**src/design/spmf_pkg.sv**
```systemverilog
// Shared types and constants for the strict priority multi-queue scheduler.
package spmf_pkg;

  localparam int NUM_LEVELS      = 16;
  localparam int SLOTS_PER_LEVEL = 16;
  localparam int TOTAL_SLOTS     = NUM_LEVELS * SLOTS_PER_LEVEL;

  localparam int LVL_W  = $clog2(NUM_LEVELS);
  localparam int SLOT_W = $clog2(SLOTS_PER_LEVEL);
  localparam int CNT_W  = $clog2(SLOTS_PER_LEVEL + 1);
  localparam int ADDR_W = $clog2(TOTAL_SLOTS);

  localparam int PRI_W    = 5;
  localparam int SOCKET_W = 16;
  localparam int TAG_W    = 32;

  localparam logic CMD_ENQUEUE = 1'b0;
  localparam logic CMD_DEQUEUE = 1'b1;

  typedef enum logic [2:0] {
    ST_ENQUEUED = 3'd0,
    ST_DEQUEUED = 3'd1,
    ST_EMPTY    = 3'd2,
    ST_FULL     = 3'd3,
    ST_BAD_PRI  = 3'd4
  } spmf_status_e;

  typedef enum logic {
    BK_IDLE,
    BK_READ
  } spmf_back_state_e;

  typedef struct packed {
    logic                command;
    logic [PRI_W-1:0]    priority_req;
    logic [SOCKET_W-1:0] task_socket;
    logic [TAG_W-1:0]    request_tag;
  } spmf_in_t;

  typedef struct packed {
    spmf_status_e        status;
    logic [SOCKET_W-1:0] out_socket;
    logic [TAG_W-1:0]    out_request;
    logic [PRI_W-1:0]    out_priority;
  } spmf_out_t;

  // Command after decode in the front end
  typedef struct packed {
    logic                is_deq;
    logic                bad_pri;
    logic [LVL_W-1:0]    lvl;
    logic [SOCKET_W-1:0] socket;
    logic [TAG_W-1:0]    tag;
  } spmf_cmd_t;

endpackage

```
**src/design/spmf_front.sv**
```systemverilog
// Front end: accepts commands, decodes them and buffers them in a two-entry queue.
module spmf_front (
  input  logic                clk_i,
  input  logic                rst_ni,
  input  logic                in_valid_i,
  output logic                in_stall_o,
  input  spmf_pkg::spmf_in_t  in_data_i,
  output logic                cmd_valid_o,
  input  logic                cmd_pop_i,
  output spmf_pkg::spmf_cmd_t cmd_o
);
  import spmf_pkg::*;

  spmf_cmd_t  entry_q [2];
  logic       wr_ptr_q, wr_ptr_d;
  logic       rd_ptr_q, rd_ptr_d;
  logic [1:0] cnt_q, cnt_d;
  logic       push, pop;
  spmf_cmd_t  dec;

  always_comb begin
    dec.is_deq  = (in_data_i.command == CMD_DEQUEUE);
    dec.bad_pri = (in_data_i.priority_req == '0) ||
                  ({1'b0, in_data_i.priority_req} > (PRI_W + 1)'(NUM_LEVELS));
    dec.lvl     = LVL_W'(in_data_i.priority_req - PRI_W'(1));
    dec.socket  = in_data_i.task_socket;
    dec.tag     = in_data_i.request_tag;
  end

  assign in_stall_o  = (cnt_q == 2'd2);
  assign push        = in_valid_i && !in_stall_o;
  assign cmd_valid_o = (cnt_q != 2'd0);
  assign pop         = cmd_valid_o && cmd_pop_i;
  assign cmd_o       = entry_q[rd_ptr_q];

  always_comb begin
    wr_ptr_d = push ? ~wr_ptr_q : wr_ptr_q;
    rd_ptr_d = pop ? ~rd_ptr_q : rd_ptr_q;
    cnt_d    = cnt_q + {1'b0, push} - {1'b0, pop};
  end

  always_ff @(posedge clk_i or negedge rst_ni) begin
    if (!rst_ni) begin
      wr_ptr_q <= 1'b0;
      rd_ptr_q <= 1'b0;
      cnt_q    <= 2'd0;
    end else begin
      wr_ptr_q <= wr_ptr_d;
      rd_ptr_q <= rd_ptr_d;
      cnt_q    <= cnt_d;
    end
  end

  always_ff @(posedge clk_i) begin
    if (push) begin
      entry_q[wr_ptr_q] <= dec;
    end
  end

endmodule

```
**config.mk**
```make
export PLATFORM = sky130hd
export DESIGN_NAME = spmf_front
export DESIGN_NICKNAME = d
export VERILOG_FILES = /design/src/design/spmf_pkg.sv /design/src/design/spmf_front.sv
export SDC_FILE = /design/constraint.sdc
export NUM_CORES = 1
export LEC_CHECK = 0
export BUFFER_PORTS_ARGS = -buffer_cell sky130_fd_sc_hd__buf_2
export CAP_MARGIN = 20
export CORE_ASPECT_RATIO = 1.4
export CORE_MARGIN = 1
export CORE_UTILIZATION = 50
export CTS_CLUSTER_DIAMETER = 120
export CTS_CLUSTER_SIZE = 8
export DETAILED_ROUTE_END_ITERATION = 10
export PLACE_DENSITY = 0.75
export SLEW_MARGIN = 40
export SYNTH_ARGS = -nofsm -noshare
export SYNTH_HDL_FRONTEND = slang
export SYNTH_SLANG_ARGS = --single-unit
```
**constraint.sdc**
```tcl
create_clock -name clk_i -period 6.88 [get_ports clk_i]
set_clock_uncertainty 0.1 [all_clocks]
set_input_delay 0.344 -clock clk_i [delete_from_list [all_inputs] [get_ports clk_i]]
set_output_delay 0.344 -clock clk_i [all_outputs]
set_load 0.005 [all_outputs]
```
==> run_results.csv, run 1 <==
group,metric,value,unit
status,status,"completed",
clock_network,numClockSinks,112,
placement,gp_congestion,0.722,
clock_network,cts_htree_levels,3,
routing,via_per_inst,4.87,
logic_synthesis,synth_edf_count,108,
sta,fin_setup_tns,0,ns
logic_synthesis,yosysSeqAreaShare,0.758,
sta,setup_violations,0,
die,start_util,0.515,
clock_network,cts_resized,0,
die,placementRows,40,
logic_synthesis,synth_cell_types,17,
clock_network,path_clk_slew,0.07,ns
sta,maxSlewViolCount,0,
critical_path,cp.arrival,2.10,ns
logic_synthesis,netlist_top_cells_count,"108 x edfxtp_1, 49 x mux2_4, 5 x buf_12, 5 x inv_1, 5 x mux2_2",
logic_synthesis,synth_top_area_cell,"edfxtp_1",
routing,drtAntennaViolNets,0,
cells_and_area,finish.utilization,0.625,
sta,maxSlewHeadroom,0.502,
die,core_region_area,0.00856,mm²
power_and_ir_drop,power_leakage,2.18,nW
logic_synthesis,ys_warn_count,0,
sta,tightest_slew,0.746,ns
die,ios,114,
grt,grt-ovfl-total,0,
cells_and_area,layout.cells.non_filler,427,
critical_path,crit_slowest_cell,"nor2_4",
logic_synthesis,synth_nets,257,
die,die_x,81.4,µm
grt,grt_max_degree,35,
logic_synthesis,yosys.area.top_type_share,0.735,
critical_path,crit_chain,"nand2b_1 -> nand2_1 -> nor2_4 -> buf_4",
routing,dr.pass1.iters,4,
power_and_ir_drop,ir_drop,0.285,mV
sta,period_needed,2.21,ns
sta,fmax,452,MHz
power_and_ir_drop,p_sw_frac,0.256,
sta,worst_slack,4.67,ns
power_and_ir_drop,p_clk_frac,0.222,
routing,drt_iter0_drc,101,
logic_synthesis,synth_most_common_cell,"edfxtp_1",
power_and_ir_drop,p_per_area,401,mW/mm²
placement,dp.cells,412,
power_and_ir_drop,pwr-share-comb,0.311,
cells_and_area,antenna_cells,0,
grt,grt_use_total,0.150,
logic_synthesis,yosys_register_bits,112,
critical_path,r2r_setup_slack,4.67,ns
cells_and_area,drive_above_1_share,0.578,
logic_synthesis,synth-async-reset-ratio,0.0357,
power_and_ir_drop,internal-power,0.00160,W
clock_network,cts_made_buffers,9,
critical_path,worst-path-buf-inv,1,
die,fp.dieH,113,µm
die,dieArea,0.00921,mm²
placement,dpl_worst_slack,4.64,ns
grt,grt_pass1_vias,2086,
critical_path,worstSetupPathType,"reg -> reg",
logic_synthesis,synthCells,196,
logic_synthesis,syn_area,0.00441,mm²
job,drv_cap,0,
grt,antenna_found_initial,1,
sta,final-hold-violation-count,0,
logic_synthesis,syn_area_per_cell,22.5,µm²
sta,period_share,0.322,
sta,rsz0062_at_grt,"false",
routing,vias,2078,
clock_network,insertion_delay,0.32,ns
critical_path,crit_required,6.77,ns
clock_network,tritoncts,"done",
power_and_ir_drop,sequentialPowerShare,0.467,
routing,wl_per_cell,15.1,µm
routing,drc,0,
cells_and_area,num-nets-final,380,
critical_path,end_kind,"flop",
critical_path,path_delay_family,"simple AND/OR/NAND/NOR gates",
clock_network,cts_buffer_depth,2,
logic_synthesis,synth_top_flop_cell,"edfxtp_1",
min_path,hold_path_class,"in -> reg",
power_and_ir_drop,switchingPower,0.000549,W
placement,port_buffers,113,
cells_and_area,area_delta_synth_final,21.3,%
logic_synthesis,netlist_top_cells_area,"edfxtp_1 74%, mux2_4 17%, buf_12 2.3%, dfrtp_1 2.3%, mux2_2 1.3%",
critical_path,cpPeakStageDelay,0.60,ns
clock_network,clockRootBuffer,"clkbuf_16",
grt,grt_first_pass_wirelength,9.79,mm
critical_path,cp_max_fo,30,
critical_path,start_kind,"flop",
routing,finalWirelength,6.44,mm
worst reg2reg max path: stages (launching register included):
cell	delay, ns
dfrtp_1	0.40
nand2b_1	0.12
nand2_1	0.14
nor2_4	0.60
buf_4	0.50
power groups by stage:
stage | combinational [W] | clock (W) | sequential (W)
after floorplan | 0.000520 | 0 | 0.000988
after global placement | 0.000595 | 0 | 0.00107
after detailed placement | 0.000682 | 0 | 0.00102
after CTS | 0.000685 | 0.000490 | 0.00101
after global routing | 0.000726 | 0.000516 | 0.00102
final | 0.000668 | 0.000477 | 0.00100
area by class of cell:
type                       instances  area, µm²
sequential                       112       3350
multi-input combinational         73        947
clock buffer                       9        225
inverter                           5       18.8
clock inverter                     5       50.0
timing repair buffer             118        631
fill                             638       3210
tap                              105        131
flip-flops by register name, summed over array words and instances (netlist names):
signal    count
wr_ptr_q      1
cnt_q         2
entry_q     108
rd_ptr_q      1
cells in the final DEF (no fill, tap or decap), drive strengths merged:
cell type    count
nand2b           1
and2             1
or2              1
nor3             1
ha               3
and3             1
bufinv           1
clkinv           4
nand2            2
nor2             2
inv              5
edfxtp         108
dlygate4sd3      1
buf            117
clkbuf           9
dfrtp            4
xor2             3
mux2            54
xnor2            4
what timing repair did:
item                      CTS  global route
hold endpoints to repair    4             0
hold buffers                1             0
setup buffers               0             0
stage by stage:
stage                     hold slack, ns  cell area, µm²  total power, W
final                              0.103            5350         0.00215
after global routing              0.0787            5350         0.00226
after CTS                         0.0891            5350         0.00218
after detailed placement          0.0565            5060         0.00170
after global placement            0.0504            5020         0.00166
after floorplan                  -0.0516            4410         0.00151
logic make-up (layout without fill, tap and decap cells):
| group | Yosys count | count (layout) | synth area share |
|---|---|---|---|
| flip-flops | 112 | 112 | 0.758 |
| multiplexers | 54 | 54 | 0.180 |
| buffers and inverters | 11 | 137 | 0.0295 |
| AND/OR/NAND/NOR | 9 | 9 | 0.0108 |
| XOR/XNOR | 7 | 7 | 0.0139 |
| adder cells (fa/ha/maj) | 3 | 3 | 0.00851 |
final timing paths:
| path | end | cells after the start | from |
|---|---|---|---|
| hold / removal | entry_q[0][14] | 1 | in_data_i[14] |
| setup / recovery | entry_q[0][10] | 4 | cnt_q[1] |
| setup reg to reg | entry_q[0][10] | 4 | cnt_q[1] |
| min in group asynchronous | cnt_q[0] | 2 | rst_ni |
| hold reg to reg | cnt_q[1] | 1 | cnt_q[1] |
| max in group asynchronous | rd_ptr_q | 2 | rst_ni |
metal layers:
metal	GRT usage	part of all wire	up-vias
met5	0	0.0016	-
li1	-	-	999
met4	0.0833	0.032	2
met3	0.0476	0.054	16
met2	0.269	0.56	66
met1	0.147	0.36	995
Power figures use the tool's default switching activity.
==> inputs of run 2 (changes only) <==
--- a/config.mk
+++ b/config.mk
@@ -9,11 +9,11 @@
 export CAP_MARGIN = 20
 export CORE_ASPECT_RATIO = 1.4
 export CORE_MARGIN = 1
-export CORE_UTILIZATION = 50
+export CORE_UTILIZATION = 47
 export CTS_CLUSTER_DIAMETER = 120
 export CTS_CLUSTER_SIZE = 8
 export DETAILED_ROUTE_END_ITERATION = 10
-export PLACE_DENSITY = 0.75
+export PLACE_DENSITY = 0.74
 export SLEW_MARGIN = 40
 export SYNTH_ARGS = -nofsm -noshare
 export SYNTH_HDL_FRONTEND = slang
==> constraint.sdc (replaced) <==
create_clock -name clk_i -period 1.92 [get_ports clk_i]
set_clock_uncertainty 0.1 [all_clocks]
set_input_delay 0.096 -clock clk_i [delete_from_list [all_inputs] [get_ports clk_i]]
set_output_delay 0.096 -clock clk_i [all_outputs]
set_load 0.005 [all_outputs]
==> run_results.csv, run 2 (synthesis results as in run 1) <==
group,metric,value,unit
routing,dr.pass1.iters,7,
clock_network,path_clk_slew,0.07,ns
critical_path,crit_chain,"buf_12 -> mux2_2 -> buf_2",
cells_and_area,layout_common_cells,"113 x buf_2, 108 x edfxtp_1, 55 x dlygate4sd3_1",
clock_network,cts_made_buffers,9,
routing,drt_iter0_drc,95,
sta,maxSlewHeadroom,0.785,
critical_path,start_kind,"flop",
critical_path,crit_required,1.72,ns
grt,grt_first_pass_wirelength,11.9,mm
min_path,hold_path_class,"in -> reg",
die,start_util,0.486,
sta,period_share,0.957,
die,placementRows,41,
clock_network,numClockSinks,112,
placement,port_buffers,113,
placement,dp_hpwl,4.81,mm
cells_and_area,mostFrequentLayoutCell,"buf_2",
sta,worst_slack,0.0827,ns
routing,vias,2365,
grt,grt_max_degree,32,
routing,drtAntennaViolNets,0,
sta,fmax,544,MHz
critical_path,r2r_start,"cnt_q[1]",
sta,maxSlewViolCount,0,
critical_path,cp_max_fo,19,
grt,grt_use_total,0.166,
cells_and_area,area_delta_synth_final,35.0,%
status,violations,"design-rule violations",
critical_path,cpPeakStageDelay,0.60,ns
die,die_x,83.9,µm
die,dieArea,0.00978,mm²
critical_path,crit_slowest_cell,"dfrtp_4",
sta,setup_violations,0,
die,fp.dieH,117,µm
cells_and_area,drive_above_1_share,0.504,
routing,wl_per_cell,15.7,µm
power_and_ir_drop,ir_drop,1.04,mV
sta,tightest_slew,0.323,ns
clock_network,cts_buffer_depth,2,
sta,rsz0062_at_grt,"false",
grt,grt-ovfl-total,0,
critical_path,worstSetupPathType,"reg -> out",
power_and_ir_drop,p_total,0.00789,W
sta,hold_slack,0.0174,ns
cells_and_area,largest_reg_flops,108,
grt,antenna_found_initial,0,
critical_path,cp-startpoint,"rd_ptr_q",
placement,dpl_worst_slack,0.125,ns
job,drv_cap,0,
clock_network,insertion_delay,0.33,ns
placement,gp_congestion,0.702,
cells_and_area,regMostFlops,"entry_q",
routing,drc,13,
critical_path,end_kind,"output port",
die,ios,114,
min_path,min-delay-start,"in_data_i[50]",
power_and_ir_drop,power_leakage,2.43,nW
grt,grt_pass1_vias,2452,
status,status,"finished with violations",
sta,final-hold-violation-count,0,
power_and_ir_drop,p_per_area,1320,mW/mm²
clock_network,clockRootBuffer,"clkbuf_16",
routing,via_per_inst,4.85,
clock_network,cts_htree_levels,3,
cells_and_area,largestRegisters,"entry_q: 108 flops, cnt_q: 2 flops",
routing,finalWirelength,7.66,mm
critical_path,cp.arrival,1.64,ns
clock_network,tritoncts,"done",
die,core_region_area,0.00908,mm²
sta,period_needed,1.84,ns
cells_and_area,num-nets-final,437,
cells_and_area,antenna_cells,0,
[run 2: changes by cell type in the layout (fill, tap and decap cells not counted)]
cell,before,now
buf_12,2,6
xnor2_1,4,3
clkinv_2,0,3
buf_4,2,1
dlygate4sd3_1,1,55
nand2_1,2,1
bufinv_16,1,0
nand2_2,0,1
clkinv_4,1,0
xnor2_2,0,1
clkbuf_1,0,1
[run 2: power by group]
part	leakage, nW	switching (W)	internal (W)
Clock	0.129	0.000742	0.000859
Combinational	1.26	0.00113	0.00158
Sequential	1.05	0.000224	0.00335
[run 2: path summary, 6_finish.rpt]
path | end | slack, ns | cells after the start
setup / recovery | cmd_o[50] | 0.08 | 3
hold / removal | entry_q[0][50] | 0.02 | 2
setup reg to reg | cnt_q[1] | 0.10 | 7
hold reg to reg | cnt_q[1] | 0.40 | 1
max in group asynchronous | rd_ptr_q | 0.97 | 3
min in group asynchronous | cnt_q[0] | 0.56 | 3
[run 2: cell type report]
cell class,instances,area (µm²)
Fill cell,632,3120
Sequential cell,112,3350
Multi-Input combinational cell,73,957
Clock inverter,6,26.3
Timing Repair Buffer,175,1240
Inverter,5,18.8
Tap cell,107,134
Clock buffer,10,229
[run 2: repair_timing]
action,CTS,global route
endpoints found under the hold margin,108,0
resized for setup,0,1
setup endpoints to repair,0,1
hold buffers,55,0
setup buffers,0,0
[run 2: layer usage]
layer	routed length (µm)	global-route usage	vias up
met3	303	0.0353	21
met5	0	0	-
met2	4160	0.292	76
met4	313	0.121	0
li1	-	-	1119
met1	2890	0.179	1149
[run 2: stage by stage]
step	cell area [µm²]	std cells	TNS [ns]	util
after floorplan	4420	196	-0.0428	-
after global placement	5140	417	0	0.566
after detailed placement	5140	417	0	0.566
after CTS	5950	488	0	0.655
after global routing	5960	488	0	0.656
final	5960	488	0	0.656
[run 2: worst max-delay path: cells and delay by family (launching register included)]
kind	cells	cell delay (ns)
buf+inv	2	0.36
flops	1	0.60
mux	1	0.35
